--- src/sv/ccpt_pkg.sv ---
`timescale 1ns / 1ps
`default_nettype none
// ----------------------------------------------------------------------------
// ccpt_pkg
// Types and constants shared by the cheat code patch table blocks.
// ----------------------------------------------------------------------------
package ccpt_pkg;

	typedef enum logic [2:0] {
		REQ_ADD     = 3'd0,
		REQ_REMOVE  = 3'd1,
		REQ_ENABLE  = 3'd2,
		REQ_DISABLE = 3'd3,
		REQ_VBLANK  = 3'd4,
		REQ_CLEAR   = 3'd5
	} req_t;

	typedef enum logic [1:0] {
		ST_OK        = 2'd0,
		ST_INVALID   = 2'd1,
		ST_FULL      = 2'd2,
		ST_NOT_FOUND = 2'd3
	} status_t;

	typedef enum logic [1:0] {
		ACT_NONE      = 2'd0,
		ACT_WRITE     = 2'd1,
		ACT_RAM_BANK  = 2'd2,
		ACT_WRAM_BANK = 2'd3
	} action_t;

	localparam logic [7:0] TYPE_PLAIN   = 8'h01;
	localparam logic [3:0] HI_RAM_BANK  = 4'h8;
	localparam logic [3:0] HI_WRAM_BANK = 4'h9;
	localparam int         CODE_CHARS   = 8;
	localparam logic [7:0] CODE_LEN     = 8'd8;
	localparam int         MAX_RESULTS  = 16;
	localparam int         RES_CNT_W    = $clog2(MAX_RESULTS + 1);

	// classified command handed from front to back
	typedef struct packed {
		logic [2:0]  req;
		logic        bad;
		logic [31:0] id;
		action_t     kind;
		logic [3:0]  bank;
		logic [7:0]  value;
		logic [15:0] addr;
	} cmd_t;

	typedef struct packed {
		logic [31:0] id;
		action_t     kind;
		logic [3:0]  bank;
		logic [7:0]  value;
		logic [15:0] addr;
		logic        en;
	} entry_t;

	typedef struct packed {
		status_t     status;
		logic [31:0] new_id;
		action_t     action;
		logic [3:0]  bank_number;
		logic [15:0] patch_addr;
		logic [7:0]  patch_value;
		logic        last;
	} res_t;

	// {bad, nibble}
	function automatic logic [4:0] hex_nibble(input logic [7:0] c);
		logic [4:0] r;
		r = {1'b1, 4'h0};
		if (c inside {[8'h30:8'h39]}) begin
			r = {1'b0, 4'(c - 8'h30)};
		end else if (c inside {[8'h41:8'h46]}) begin
			r = {1'b0, 4'(c - 8'h37)};
		end else if (c inside {[8'h61:8'h66]}) begin
			r = {1'b0, 4'(c - 8'h57)};
		end
		return r;
	endfunction

endpackage
`default_nettype wire

--- src/sv/ccpt_ifs.sv ---
`timescale 1ns / 1ps
`default_nettype none
// ----------------------------------------------------------------------------
// ccpt request / response interfaces
// Valid/ready channels carrying requests into and results out of the table.
// ----------------------------------------------------------------------------
interface ccpt_req_if;
	logic        valid;
	logic        ready;
	logic [2:0]  req_type;
	logic [63:0] code_chars;
	logic [7:0]  code_length;
	logic [31:0] cheat_id;

	modport source (output valid, req_type, code_chars, code_length, cheat_id,
		input ready);
	modport sink (input valid, req_type, code_chars, code_length, cheat_id,
		output ready);
endinterface

interface ccpt_rsp_if;
	logic        valid;
	logic        ready;
	logic [1:0]  status;
	logic [31:0] new_id;
	logic [1:0]  action;
	logic [3:0]  bank_number;
	logic [15:0] patch_addr;
	logic [7:0]  patch_value;
	logic        last;

	modport source (output valid, status, new_id, action, bank_number, patch_addr,
		patch_value, last, input ready);
	modport sink (input valid, status, new_id, action, bank_number, patch_addr,
		patch_value, last, output ready);
endinterface
`default_nettype wire

--- src/sv/cheat_code_patch_table_unit.sv ---
`timescale 1ns / 1ps
`default_nettype none
// ----------------------------------------------------------------------------
// cheat_code_patch_table_unit
// Ordered table of memory-patch cheat codes with add, remove, enable,
// disable, clear and a vblank pass that emits one patch per enabled entry.
//
//   channel  dir  fields                                         end of
//   req      in   req_type code_chars code_length cheat_id       one request
//   rsp      out  status new_id action bank_number patch_addr
//                 patch_value last                               last=1
//
// Add, clear and unused request codes answer without a table walk.
// Remove/enable/disable/vblank walk the table through the single read port,
// one entry per cycle: a miss answers after the last entry has been read, and
// a hit on entry i answers as soon as that entry is read. A found remove first
// shifts the later entries down and then answers.
// Vblank pauses while the result register is held by a stalled sink.
// Reset clears the count but not the table contents, which need no clearing pass.
// ----------------------------------------------------------------------------
module cheat_code_patch_table_unit #(
	parameter int MAX_CHEATS = 16
) (
	input  logic       clk,
	input  logic       arst_n,
	ccpt_req_if.sink   req,
	ccpt_rsp_if.source rsp
);

	logic           push_vld;
	logic           push_rdy;
	ccpt_pkg::cmd_t push_cmd;
	logic           pop_vld;
	logic           pop_rdy;
	ccpt_pkg::cmd_t pop_cmd;

	ccpt_front u_front (
		.req      (req),
		.push_vld (push_vld),
		.push_rdy (push_rdy),
		.push_cmd (push_cmd)
	);

	ccpt_cmd_fifo u_fifo (
		.clk      (clk),
		.arst_n   (arst_n),
		.push_vld (push_vld),
		.push_rdy (push_rdy),
		.push_cmd (push_cmd),
		.pop_vld  (pop_vld),
		.pop_rdy  (pop_rdy),
		.pop_cmd  (pop_cmd)
	);

	ccpt_back #(
		.MAX_CHEATS (MAX_CHEATS)
	) u_back (
		.clk     (clk),
		.arst_n  (arst_n),
		.cmd_vld (pop_vld),
		.cmd_rdy (pop_rdy),
		.cmd     (pop_cmd),
		.rsp     (rsp)
	);

endmodule
`default_nettype wire

--- src/sv/ccpt_front.sv ---
`timescale 1ns / 1ps
`default_nettype none
// ----------------------------------------------------------------------------
// ccpt_front
// Accepts requests, parses add codes and classifies them into commands.
// ----------------------------------------------------------------------------
module ccpt_front (
	ccpt_req_if.sink       req,
	output logic           push_vld,
	input  logic           push_rdy,
	output ccpt_pkg::cmd_t push_cmd
);

	logic [4:0]  nib [ccpt_pkg::CODE_CHARS];
	logic [31:0] code_id;
	logic        char_bad;
	logic [7:0]  code_type;

	always_comb begin
		char_bad = 1'b0;
		code_id  = '0;
		for (int i = 0; i < ccpt_pkg::CODE_CHARS; i++) begin
			nib[i]           = ccpt_pkg::hex_nibble(req.code_chars[8*i +: 8]);
			char_bad         = char_bad | nib[i][4];
			code_id[4*i +: 4] = nib[i][3:0];
		end
	end

	assign code_type = {nib[0][3:0], nib[1][3:0]};

	always_comb begin
		push_cmd       = '0;
		push_cmd.req   = req.req_type;
		push_cmd.bank  = nib[1][3:0];
		push_cmd.value = {nib[2][3:0], nib[3][3:0]};
		push_cmd.addr  = {nib[6][3:0], nib[7][3:0], nib[4][3:0], nib[5][3:0]};
		push_cmd.kind  = ccpt_pkg::ACT_NONE;
		if (code_type == ccpt_pkg::TYPE_PLAIN) begin
			push_cmd.kind = ccpt_pkg::ACT_WRITE;
		end else if (code_type[7:4] == ccpt_pkg::HI_RAM_BANK) begin
			push_cmd.kind = ccpt_pkg::ACT_RAM_BANK;
		end else if (code_type[7:4] == ccpt_pkg::HI_WRAM_BANK) begin
			push_cmd.kind = ccpt_pkg::ACT_WRAM_BANK;
		end
		if (req.req_type == ccpt_pkg::REQ_ADD) begin
			push_cmd.id  = code_id;
			push_cmd.bad = char_bad || (req.code_length != ccpt_pkg::CODE_LEN) ||
				(push_cmd.kind == ccpt_pkg::ACT_NONE);
		end else begin
			push_cmd.id = req.cheat_id;
		end
	end

	assign push_vld  = req.valid;
	assign req.ready = push_rdy;

endmodule
`default_nettype wire

--- src/sv/ccpt_cmd_fifo.sv ---
`timescale 1ns / 1ps
`default_nettype none
// ----------------------------------------------------------------------------
// ccpt_cmd_fifo
// Two-entry command queue between the front and back sections.
// ----------------------------------------------------------------------------
module ccpt_cmd_fifo (
	input  logic           clk,
	input  logic           arst_n,
	input  logic           push_vld,
	output logic           push_rdy,
	input  ccpt_pkg::cmd_t push_cmd,
	output logic           pop_vld,
	input  logic           pop_rdy,
	output ccpt_pkg::cmd_t pop_cmd
);

	ccpt_pkg::cmd_t buf_q [2];
	logic           wp_q;
	logic           rp_q;
	logic [1:0]     cnt_q;
	logic           push;
	logic           pop;

	assign push_rdy = (cnt_q != 2'd2);
	assign pop_vld  = (cnt_q != 2'd0);
	assign pop_cmd  = buf_q[rp_q];
	assign push     = push_vld && push_rdy;
	assign pop      = pop_vld && pop_rdy;

	always_ff @(posedge clk or negedge arst_n) begin
		if (!arst_n) begin
			wp_q  <= 1'b0;
			rp_q  <= 1'b0;
			cnt_q <= 2'd0;
		end else begin
			if (push) begin
				wp_q <= ~wp_q;
			end
			if (pop) begin
				rp_q <= ~rp_q;
			end
			if (push && !pop) begin
				cnt_q <= cnt_q + 2'd1;
			end else if (pop && !push) begin
				cnt_q <= cnt_q - 2'd1;
			end
		end
	end

	always_ff @(posedge clk) begin
		if (push) begin
			buf_q[wp_q] <= push_cmd;
		end
	end

endmodule
`default_nettype wire

--- src/sv/ccpt_back.sv ---
`timescale 1ns / 1ps
`default_nettype none
// ----------------------------------------------------------------------------
// ccpt_back
// Executes commands against the cheat table memory: append, search, shift on
// remove, flag update, clear, and the vblank walk that emits patch results.
// ----------------------------------------------------------------------------
module ccpt_back #(
	parameter int MAX_CHEATS = 16
) (
	input  logic           clk,
	input  logic           arst_n,
	input  logic           cmd_vld,
	output logic           cmd_rdy,
	input  ccpt_pkg::cmd_t cmd,
	ccpt_rsp_if.source     rsp
);

	localparam int IDX_W = (MAX_CHEATS > 1) ? $clog2(MAX_CHEATS) : 1;
	localparam int CNT_W = $clog2(MAX_CHEATS + 1);
	localparam int RCW   = ccpt_pkg::RES_CNT_W;

	typedef enum logic [1:0] {
		ST_IDLE,
		ST_SCAN,
		ST_SHIFT,
		ST_RESP
	} state_t;

	state_t           st_q;
	ccpt_pkg::cmd_t   cmd_q;
	logic [CNT_W-1:0] cnt_q;
	logic [CNT_W-1:0] scan_q;
	logic             chk_vld_s1;
	logic [IDX_W-1:0] chk_idx_s1;
	ccpt_pkg::entry_t rdata_q;
	ccpt_pkg::entry_t mem [MAX_CHEATS];
	logic [RCW-1:0]   n_q;
	logic             pend_vld_q;
	ccpt_pkg::res_t   pend_q;
	ccpt_pkg::res_t   resp_q;
	logic             out_vld_q;
	ccpt_pkg::res_t   out_q;

	logic             out_free;
	logic             is_vb;
	logic             can_issue;
	logic             hit;
	logic             found;
	logic             stall;
	logic             scan_stop;
	logic             issue;
	logic             out_load;
	logic             we;
	logic [IDX_W-1:0] waddr;
	ccpt_pkg::entry_t wdata;
	logic [CNT_W-1:0] scan_m1;
	ccpt_pkg::res_t   vres;
	ccpt_pkg::res_t   vres_last;
	ccpt_pkg::res_t   pend_last;
	ccpt_pkg::res_t   res_ok;
	ccpt_pkg::res_t   res_add;
	ccpt_pkg::res_t   out_d;

	assign out_free  = !out_vld_q || rsp.ready;
	assign cmd_rdy   = (st_q == ST_IDLE);
	assign is_vb     = (cmd_q.req == ccpt_pkg::REQ_VBLANK);
	assign can_issue = (scan_q < cnt_q);
	assign hit       = chk_vld_s1 && (rdata_q.id == cmd_q.id);
	assign found     = chk_vld_s1 && rdata_q.en;
	assign stall     = (st_q == ST_SCAN) && is_vb && found && pend_vld_q && !out_free;
	assign scan_stop = is_vb ? (found && (n_q == RCW'(ccpt_pkg::MAX_RESULTS - 1))) : hit;
	assign issue     = ((st_q == ST_SCAN) && can_issue && !stall && !scan_stop) ||
		((st_q == ST_SHIFT) && can_issue);
	assign out_load  = ((st_q == ST_SCAN) && is_vb && found && !stall && pend_vld_q) ||
		((st_q == ST_RESP) && out_free);
	assign out_d     = (st_q == ST_RESP) ? resp_q : pend_q;
	assign scan_m1   = scan_q - CNT_W'(1);

	always_comb begin
		res_ok        = '0;
		res_ok.status = ccpt_pkg::ST_OK;
		res_ok.action = ccpt_pkg::ACT_NONE;
		res_ok.last   = 1'b1;
		res_add       = res_ok;
		if (cmd.bad) begin
			res_add.status = ccpt_pkg::ST_INVALID;
		end else if (cnt_q >= CNT_W'(MAX_CHEATS)) begin
			res_add.status = ccpt_pkg::ST_FULL;
		end else begin
			res_add.new_id = cmd.id;
		end
		vres             = '0;
		vres.status      = ccpt_pkg::ST_OK;
		vres.action      = rdata_q.kind;
		vres.bank_number = (rdata_q.kind == ccpt_pkg::ACT_WRITE) ? 4'h0 : rdata_q.bank;
		vres.patch_addr  = rdata_q.addr;
		vres.patch_value = rdata_q.value;
		vres_last        = vres;
		vres_last.last   = 1'b1;
		pend_last        = pend_q;
		pend_last.last   = 1'b1;
	end

	always_comb begin
		we    = 1'b0;
		waddr = chk_idx_s1;
		wdata = rdata_q;
		case (st_q)
			ST_IDLE: begin
				waddr = cnt_q[IDX_W-1:0];
				wdata = {cmd.id, cmd.kind, cmd.bank, cmd.value, cmd.addr, 1'b1};
				we    = cmd_vld && (cmd.req == ccpt_pkg::REQ_ADD) && !cmd.bad &&
					(cnt_q < CNT_W'(MAX_CHEATS));
			end
			ST_SCAN: begin
				wdata.en = (cmd_q.req == ccpt_pkg::REQ_ENABLE);
				we       = hit && ((cmd_q.req == ccpt_pkg::REQ_ENABLE) ||
					(cmd_q.req == ccpt_pkg::REQ_DISABLE));
			end
			ST_SHIFT: begin
				we = chk_vld_s1;
			end
			default: begin
				we = 1'b0;
			end
		endcase
	end

	always_ff @(posedge clk) begin
		if (we) begin
			mem[waddr] <= wdata;
		end
	end

	always_ff @(posedge clk) begin
		if (issue) begin
			rdata_q <= mem[scan_q[IDX_W-1:0]];
		end
	end

	always_ff @(posedge clk or negedge arst_n) begin
		if (!arst_n) begin
			st_q       <= ST_IDLE;
			cmd_q      <= '0;
			cnt_q      <= '0;
			scan_q     <= '0;
			chk_vld_s1 <= 1'b0;
			chk_idx_s1 <= '0;
			n_q        <= '0;
			pend_vld_q <= 1'b0;
			pend_q     <= '0;
			resp_q     <= '0;
			out_vld_q  <= 1'b0;
			out_q      <= '0;
		end else begin
			if (out_load) begin
				out_q     <= out_d;
				out_vld_q <= 1'b1;
			end else if (rsp.ready) begin
				out_vld_q <= 1'b0;
			end
			if (issue) begin
				scan_q     <= scan_q + CNT_W'(1);
				chk_vld_s1 <= 1'b1;
				chk_idx_s1 <= (st_q == ST_SHIFT) ? scan_m1[IDX_W-1:0] :
					scan_q[IDX_W-1:0];
			end else if (!stall) begin
				chk_vld_s1 <= 1'b0;
			end
			case (st_q)
				ST_IDLE: begin
					if (cmd_vld) begin
						cmd_q      <= cmd;
						scan_q     <= '0;
						n_q        <= '0;
						pend_vld_q <= 1'b0;
						resp_q     <= (cmd.req == ccpt_pkg::REQ_ADD) ? res_add : res_ok;
						case (cmd.req)
							ccpt_pkg::REQ_ADD: begin
								st_q <= ST_RESP;
								if (!cmd.bad && (cnt_q < CNT_W'(MAX_CHEATS))) begin
									cnt_q <= cnt_q + CNT_W'(1);
								end
							end
							ccpt_pkg::REQ_REMOVE, ccpt_pkg::REQ_ENABLE,
							ccpt_pkg::REQ_DISABLE, ccpt_pkg::REQ_VBLANK: begin
								st_q <= ST_SCAN;
							end
							ccpt_pkg::REQ_CLEAR: begin
								cnt_q <= '0;
								st_q  <= ST_RESP;
							end
							default: begin
								st_q <= ST_RESP;
							end
						endcase
					end
				end
				ST_SCAN: begin
					if (is_vb) begin
						if (found && !stall) begin
							n_q <= n_q + RCW'(1);
							if (scan_stop) begin
								resp_q     <= vres_last;
								pend_vld_q <= 1'b0;
								st_q       <= ST_RESP;
							end else begin
								pend_q     <= vres;
								pend_vld_q <= 1'b1;
							end
						end else if (!chk_vld_s1 && !can_issue) begin
							if (pend_vld_q) begin
								resp_q <= pend_last;
							end
							pend_vld_q <= 0;
							st_q       <= ST_RESP;
						end
					end else begin
						if (hit) begin
							st_q <= (cmd_q.req == ccpt_pkg::REQ_REMOVE) ? ST_SHIFT : ST_RESP;
						end else if (!chk_vld_s1 && !can_issue) begin
							resp_q.status <= ccpt_pkg::ST_NOT_FOUND;
							st_q          <= ST_RESP;
						end
					end
				end
				ST_SHIFT: begin
					if (!chk_vld_s1 && !can_issue) begin
						cnt_q <= cnt_q - CNT_W'(1);
						st_q  <= ST_RESP;
					end
				end
				ST_RESP: begin
					if (out_free) begin
						st_q <= ST_IDLE;
					end
				end
				default: begin
					st_q <= ST_IDLE;
				end
			endcase
		end
	end

	assign rsp.valid       = out_vld_q;
	assign rsp.status      = out_q.status;
	assign rsp.new_id      = out_q.new_id;
	assign rsp.action      = out_q.action;
	assign rsp.bank_number = out_q.bank_number;
	assign rsp.patch_addr  = out_q.patch_addr;
	assign rsp.patch_value = out_q.patch_value;
	assign rsp.last        = out_q.last;

	a_cnt_bound: assert property (@(posedge clk) disable iff (!arst_n)
		cnt_q <= CNT_W'(MAX_CHEATS))
		else $error("entry count above table depth");

	a_chk_state: assert property (@(posedge clk) disable iff (!arst_n)
		chk_vld_s1 |-> (st_q == ST_SCAN || st_q == ST_SHIFT))
		else $error("read pipeline active outside a table walk");

	a_we_state: assert property (@(posedge clk) disable iff (!arst_n)
		we |-> (st_q != ST_RESP))
		else $error("table write while presenting a result");

	a_pend_vb: assert property (@(posedge clk) disable iff (!arst_n)
		pend_vld_q |-> (st_q == ST_SCAN && cmd_q.req == ccpt_pkg::REQ_VBLANK))
		else $error("held patch outside a vblank walk");

	a_out_no_drop: assert property (@(posedge clk) disable iff (!arst_n)
		(out_vld_q && !rsp.ready) |=> (out_vld_q && $stable(out_q)))
		else $error("pending result overwritten");

endmodule
`default_nettype wire

--- src/flat_wrapper.sv ---
// flat-port wrapper written by rule: the top's interface ports become plain ports
module cheat_code_patch_table_unit_flat 
#(
	parameter int MAX_CHEATS = 16
)
  (clk, arst_n, req_valid, req_req_type, req_code_chars, req_code_length, req_cheat_id, req_ready, rsp_valid, rsp_status, rsp_new_id, rsp_action, rsp_bank_number, rsp_patch_addr, rsp_patch_value, rsp_last, rsp_ready);
  ccpt_req_if req_i ();
  ccpt_rsp_if rsp_i ();
  input  logic clk;
  input  logic arst_n;
  input wire logic [$bits(req_i.valid)-1:0] req_valid;
  input wire logic [$bits(req_i.req_type)-1:0] req_req_type;
  input wire logic [$bits(req_i.code_chars)-1:0] req_code_chars;
  input wire logic [$bits(req_i.code_length)-1:0] req_code_length;
  input wire logic [$bits(req_i.cheat_id)-1:0] req_cheat_id;
  output wire logic [$bits(req_i.ready)-1:0] req_ready;
  output wire logic [$bits(rsp_i.valid)-1:0] rsp_valid;
  output wire logic [$bits(rsp_i.status)-1:0] rsp_status;
  output wire logic [$bits(rsp_i.new_id)-1:0] rsp_new_id;
  output wire logic [$bits(rsp_i.action)-1:0] rsp_action;
  output wire logic [$bits(rsp_i.bank_number)-1:0] rsp_bank_number;
  output wire logic [$bits(rsp_i.patch_addr)-1:0] rsp_patch_addr;
  output wire logic [$bits(rsp_i.patch_value)-1:0] rsp_patch_value;
  output wire logic [$bits(rsp_i.last)-1:0] rsp_last;
  input wire logic [$bits(rsp_i.ready)-1:0] rsp_ready;
  assign req_i.valid = req_valid;
  assign req_i.req_type = req_req_type;
  assign req_i.code_chars = req_code_chars;
  assign req_i.code_length = req_code_length;
  assign req_i.cheat_id = req_cheat_id;
  assign req_ready = req_i.ready;
  assign rsp_valid = rsp_i.valid;
  assign rsp_status = rsp_i.status;
  assign rsp_new_id = rsp_i.new_id;
  assign rsp_action = rsp_i.action;
  assign rsp_bank_number = rsp_i.bank_number;
  assign rsp_patch_addr = rsp_i.patch_addr;
  assign rsp_patch_value = rsp_i.patch_value;
  assign rsp_last = rsp_i.last;
  assign rsp_i.ready = rsp_ready;
  cheat_code_patch_table_unit #(.MAX_CHEATS(MAX_CHEATS)) u_core (.clk(clk), .arst_n(arst_n), .req(req_i), .rsp(rsp_i));
endmodule
--- config.mk ---
export PLATFORM = sky130hd
export DESIGN_NAME = cheat_code_patch_table_unit_flat
export DESIGN_NICKNAME = d
export VERILOG_FILES = /design/src/sv/ccpt_pkg.sv /design/src/sv/ccpt_ifs.sv /design/src/sv/cheat_code_patch_table_unit.sv /design/src/sv/ccpt_front.sv /design/src/sv/ccpt_cmd_fifo.sv /design/src/sv/ccpt_back.sv /design/src/flat_wrapper.sv
export SDC_FILE = /design/constraint.sdc
export NUM_CORES = 1
export LEC_CHECK = 0
export BUFFER_PORTS_ARGS = -buffer_cell sky130_fd_sc_hd__buf_4
export CORE_MARGIN = 2
export CORE_UTILIZATION = 25
export CTS_BUF_LIST = sky130_fd_sc_hd__clkbuf_16
export CTS_CLUSTER_DIAMETER = 40
export DETAILED_ROUTE_END_ITERATION = 6
export GPL_TIMING_DRIVEN = 0
export PLACE_DENSITY = 0.44
export SYNTH_ARGS = -nofsm -noshare
export SYNTH_HDL_FRONTEND = slang
export SYNTH_HIERARCHICAL = 1
export SYNTH_SLANG_ARGS = --single-unit
--- constraint.sdc ---
create_clock -name clk -period 21.6 [get_ports clk]
set_input_delay 6.48 -clock clk [delete_from_list [all_inputs] [get_ports clk]]
set_output_delay 6.48 -clock clk [all_outputs]
set_load 0.01 [all_outputs]
Word-level counts from Yosys, hierarchy flattened
Memories as Yosys holds them, arrays and structs flattened. A register that Yosys moved wholly into a read port is not among the register bits.
Cells that the tools add are included.
{ "op_classes": {"add_sub_neg": 31, "n_mul": 0, "n_div": 0, "magnitude_cmp": 51, "eq_ne": 35, "n_shift": 0, "n_mux": 90, "bitwise_logic": 10, "n_reduce_logical": 82} }
{ "op_table": {"columns": ["op", "count"], "rows": [
  ["two-way mux 65 bit", 7],
  ["two-way mux 5 bit", 33],
  ["one-hot mux 65 bit (2 select lines)", 1],
  ["greater-or-equal comparator 8 x 7 -> 1 bit (second input constant)", 16],
  ["<= comparator 8 x 7 -> 1 bit (second input constant)", 16],
  ["two-way mux 32 bit", 3],
  ["greater-or-equal comparator 8 x 6 -> 1 bit (second input constant)", 8],
  ["<= comparator 8 x 6 -> 1 bit (second input constant)", 8],
  ["subtractor 4 x 3 -> 4 bit (second input constant)", 16],
  ["two-way mux 63 bit", 1],
  ["two-way mux 62 bit", 1],
  ["logical AND 1 bit", 49],
  ["two-way mux 2 bit", 18],
  ["subtractor 4 x 1 -> 4 bit (second input constant)", 9],
  ["== test 32 bit", 1],
  ["one-hot mux 5 bit (2 select lines)", 3],
  ["two-way mux 1 bit", 16],
  ["adder 5 x 1 -> 5 bit (second input constant)", 3],
  ["== test 3 x 2 -> 1 bit (second input constant)", 4],
  ["two-way mux 4 bit", 3],
  ["!= test 3 bit (second input constant)", 4],
  ["AND reduction 4 bit", 3],
  ["nonzero test 2 bit", 5],
  ["== test 3 bit (second input constant)", 3],
  ["34 further kinds", 68]
]} }
{ "word_totals": {"reg_bits": 223, "latchBits": 0, "ram_bits": 1140, "romBits": 0, "input_bits": 111, "out_inout_bits": 67, "elab_cells": 332, "n_memories": 2} }
{ "mem_list": {"columns": ["name", "words", "word_bits", "rd", "rd_ports_with_merged_regs", "wr", "line_no", "text"], "rows": [
  ["u_core.u_back.mem", 16, 63, 1, 1, 1, "ccpt_back.sv:37", "ccpt_pkg::entry_t mem [MAX_CHEATS];"],
  ["u_core.u_fifo.buf_q", 2, 66, 1, 0, 1, "ccpt_cmd_fifo.sv:18", "ccpt_pkg::cmd_t buf_q [2];"]
]} }

Longest topological paths before layout
{ "logic_depth": {"depth_word": 15, "depth_mapped": 10, "mapped_depth_nobuf": 8} }

Hierarchy
Netlist, hierarchy kept.
{ "modules_own_cells": {"columns": ["mod", "instances", "cells_per_inst", "area_each_um2", "seq_area_each_um2"], "rows": [
  ["ccpt_back", 1, 3011, 50957.6, 37641.1],
  ["ccpt_cmd_fifo", 1, 223, 5069.9, 4063.9],
  ["ccpt_front", 1, 237, 1868.0, 0.0]
]} }

Worst setup path after synthesis
OpenSTA, ideal clock, no wires.
{ "synth_timing": {"path_type": "input port to flip-flop", "from": "input port req_valid", "to": "memory u_core/u_fifo/buf_q[0][0] (netlist bit) (enable)", "setup_ns": 0.490, "arrival_time_ns": 9.414, "required_time_ns": 21.110, "slack_ns": 11.695, "cell_stages": 3, "n_path_buf": 1, "path_cell_list": "buf_4 -> nand2_1 -> nor2_1"} }
{ "synth_between": {"elab_chain_cells": 3} }
{ "synth_rtl": {"columns": ["element", "line_no", "text"], "rows": [
  ["start: declaration", "flat_wrapper.sv:11", "input wire logic [$bits(req_i.valid)-1:0] req_valid;"],
  ["logical AND 1 bit", "ccpt_cmd_fifo.sv:28", "assign push = push_vld && push_rdy;"],
  ["two-way mux 1 bit", "ccpt_cmd_fifo.sv:52", "if (push) begin"],
  ["two-way mux 1 bit (not written as such)", "ccpt_cmd_fifo.sv:53", "buf_q[wp_q] <= push_cmd;"],
  ["end: declaration", "ccpt_cmd_fifo.sv:18", null]
]} }
No other way between the ends.

Final worst setup path
{ "layout_timing": {"from": "input port rsp_ready", "to": "register, netlist name u_core/u_back/rdata_q[15]"} }
{ "layout_between": {"elab_chain_cells": 7} }
{ "layout_rtl": {"columns": ["element", "line_no", "text"], "rows": [
  ["start: declaration", "flat_wrapper.sv:25", "input wire logic [$bits(rsp_i.ready)-1:0] rsp_ready;"],
  ["logical OR 1 bit", "ccpt_back.sv:65", "assign out_free = !out_vld_q || rsp.ready;"],
  ["zero test 1 bit", "ccpt_back.sv:71", "assign stall = (st_q == ST_SCAN) && is_vb && found && pend_vld_q && !out_free;"],
  ["logical AND 1 bit", "ccpt_back.sv:71", null],
  ["zero test 1 bit", "ccpt_back.sv:73", "assign issue = ((st_q == ST_SCAN) && can_issue && !stall && !scan_stop) ||"],
  ["logical AND 1 bit (2 in series)", "ccpt_back.sv:73", null],
  ["logical OR 1 bit", "ccpt_back.sv:73", null],
  ["via u_core.u_back.issue", "ccpt_back.sv:52", "logic issue;"]
]} }
The timed path passes the listed nets, and every way through them passes these cells.
A chain may end at the register's enable or synchronous reset.

==> results.ini <==
[outcome]
status=complete, no violations

[synthesis]
synth_top_area_frac=0.624
syn_inst=3471
ys_ff_latch=1426
synth-async-reset-ratio=0.156
synth_area_leaders=edfxtp_1, dfrtp_1, mux4_2, mux2i_1, mux2_2
synthFlopType=edfxtp_1
yosysTopAreaCell=edfxtp_1
avgSynthCellArea_sq_um=16.7
synth_edf_count=1203
yosysWarnings=6
syn_nets=3617
synthTopCellsByCount=edfxtp_1, nand2_1, o21ai_0
synth_cell_types=85
yosysMostFrequentCell=edfxtp_1
netlist_area_sq_um=57900
synth-seq-area-share=0.720

[sta]
setup_ws_ns=12.88
setup-tns-final_ns=0
maxSlewHeadroom=0.0981
slew_viol_final=0
finalCritPeriodShare=0.404
finClkSkew_ns=0.0514
rsz0062_at_grt=false
worst_slew_pin_slew_ns=1.35
setup_viol=0
hold_viol=0
whs_ns=0.462
fmax_mhz=115
min_period_ns=8.72

[floorplanning]
die_area_sq_um=235000
start_util=0.252
pin_count=178
core_area_sq_um=230000
num_rows=176
die_h_microns=485
chipWidth_microns=485

[placement]
port_buffers=176
dp_hpwl_microns=130000
gp_congestion=0.819
dp_cells=6826
preCtsSetupSlack_ns=12.12

[detailed_routing]
drt-total-wl_microns=177000
antenna_left=0
vias=33459
routedWlPerCell_microns=24.6
route.detailed.drc=0
drtIter0Drc=2893
drt-pass1-iter-count=6
viasPerCell=4.64

[pwr]
pwr-share-comb=0.287
p_seq_frac=0.398
p_int_uw=6850
vdd_drop_max_mv=0.0832
p_total_uw=10400
power_density_nw_per_um2=145
p_clk_frac=0.316
p_sw_uw=3570
switching_share=0.343
p_leak_uw=0.0252

[job]
cap_violations=0

[clocking]
clk_path_buf_depth=3
clockRootBuffer=clkbuf_16
numCtsBuffers=202
htree_levels=4
postCtsHoldBufs=0
clk_pin_slew_ns=0.06
cts_tree=yes
cts-resized-gates=0
postCtsSetupBuffers=0
clock-sinks=1426
clock_latency_ns=0.83

[critical_path]
endpoint_kind=flip-flop
cp_slowest_cell=o21ai_1
worstPathArrival_ns=9.26
start_kind=input port
path_class=in2reg
cp.required_ns=22.15
path_cells=buf_4 > and3b_1 > nor2_1 > o21ai_0 > a41oi_1 > o21ai_1 > inv_4 > buf_12
cp_max_fo=40
cp_slowest_stage_delay_ns=0.66

[global_route]
antenna_found_initial=12
grt_pass1_vias=33553
grt_max_degree=95
busiest_layer=met2
use_met2=0.235
overflow=0
grt.met3_usage=0.0318
grt_pass1_wl_microns=252000
met1_usage=0.204
track_usage=0.148

[layout]
final_cell_count_no_fill=7209
final_net_count=4150
layout-drive-gt1-share=0.262
nFillCells=22497
area.growth.synth_to_final_pct=24.0

[min_path]
holdCritPathClass=reg2reg

==> placed cells by master (no fill, tap or decap), types with 21 or more instances in the layout <==
cell / netlist / final
buf_6: 4 / 126
clkinv_2: 0 / 22
nand3_1: 25 / 25
a22o_1: 74 / 74
mux2_2: 196 / 196
clkbuf_16: 0 / 205
buf_4: 6 / 186
buf_8: 0 / 21
a21oi_1: 84 / 84
mux2_4: 31 / 31
clkinv_1: 0 / 26
nand2_1: 329 / 329
o21ai_0: 241 / 241
inv_6: 0 / 29
a22oi_1: 94 / 94
mux4_2: 126 / 126
edfxtp_1: 1203 / 1203
mux2i_1: 227 / 227
buf_1: 28 / 28
xor2_1: 26 / 26
dfrtp_1: 223 / 223
inv_1: 38 / 57
clkinvlp_4: 0 / 24
nor2_1: 48 / 45
buf_2: 21 / 21
ha_1: 35 / 35
a221oi_1: 63 / 63
clkbuf_1: 133 / 133
clkinv_4: 0 / 26
==> logic make-up (layout without fill, tap and decap cells) <==
logic type,Yosys count,after routing,synth area share
compound gates,633,633,0.0731
xor+xnor,43,43,0.00650
fa+ha+maj,35,35,0.00756
buf+inv,231,942,0.0163
flops,1426,1426,0.720
mux,582,582,0.135
other cells,0,1,0
simple gates,521,521,0.0413
==> critical path, delay by kind of cell <==
family,cells,cell delay (ns)
buf+inv,3,0.92
compound gates,3,1.46
simple gates,2,0.34
==> path summary, 6_finish.rpt <==
check,start,endpoint,slack [ns],cells past startpoint
worst max-delay path,rsp_ready,u_core/u_back/rdata_q[15]$_DFFE_PP_,12.88,8
worst min-delay path,u_core/u_back/resp_q[43]$_DFFE_PN0P_,u_core/u_back/rsp.new_id[12]$_DFFE_PN0P_,0.46,1
worst max register to register,u_core/u_back/st_q[0]$_DFFE_PN0P_,u_core/u_back/mem[9][21]$_DFFE_PP_,16.20,11
worst min register to register,u_core/u_back/resp_q[43]$_DFFE_PN0P_,u_core/u_back/rsp.new_id[12]$_DFFE_PN0P_,0.46,1
max in group asynchronous,arst_n,u_core/u_back/cmd_q[46]$_DFFE_PN0P_,14.73,3
min in group asynchronous,arst_n,u_core/u_back/rsp.patch_addr[7]$_DFFE_PN0P_,5.61,1
==> per-stage QoR <==
step | instance area, sq um | utilization
finish | 71800 | 0.312
floorplan | 57900 | -
CTS | 71800 | 0.312
global placement | 63000 | 0.274
detailed placement | 65000 | 0.282
global route | 71800 | 0.312
==> state kept, by name (all words and copies together) (netlist names), 16 cells and up <==
signal	cells
u_core/u_back/cmd_q	35
u_core/u_back/rsp.patch_addr	16
u_core/u_back/rsp.new_id	32
u_core/u_back/pend_last	30
u_core/u_back/mem	1008
u_core/u_fifo/buf_q	132
u_core/u_back/rdata_q	63
u_core/u_back/resp_q	65
==> metal layers <==
| layer | vias to the layer above | share of wire |
|---|---|---|
| met3 | 238 | 0.061 |
| met4 | 0 | 0.022 |
| met1 | 17322 | 0.45 |
| li1 | 14800 | - |
| met5 | - | 0 |
| met2 | 1099 | 0.46 |
==> final cells by class <==
type                       instances  area [sq um]  area share
sequential                      1426         41700       0.581
clock inverter                   177          1710      0.0238
tap                             3026          3790      0.0527
timing repair buffer             329          3190      0.0444
clock buffer                     205          5130      0.0714
antenna                            1          2.50   0.0000348
buffer                           192           800      0.0111
multi-input combinational       1814         15300       0.214
inverter                          39           149     0.00207
==> power groups by stage <==
stage / registers, uW / clock network [uW] / logic, uW
after floorplan: 4090 / 0 / 1750
after global placement: 4240 / 0 / 2910
after detailed placement: 4190 / 0 / 3020
after CTS: 4140 / 3360 / 3030
after global routing: 4180 / 3480 / 3240
final: 4140 / 3290 / 2990
Note: power is estimated with default switching activity, not from simulation.
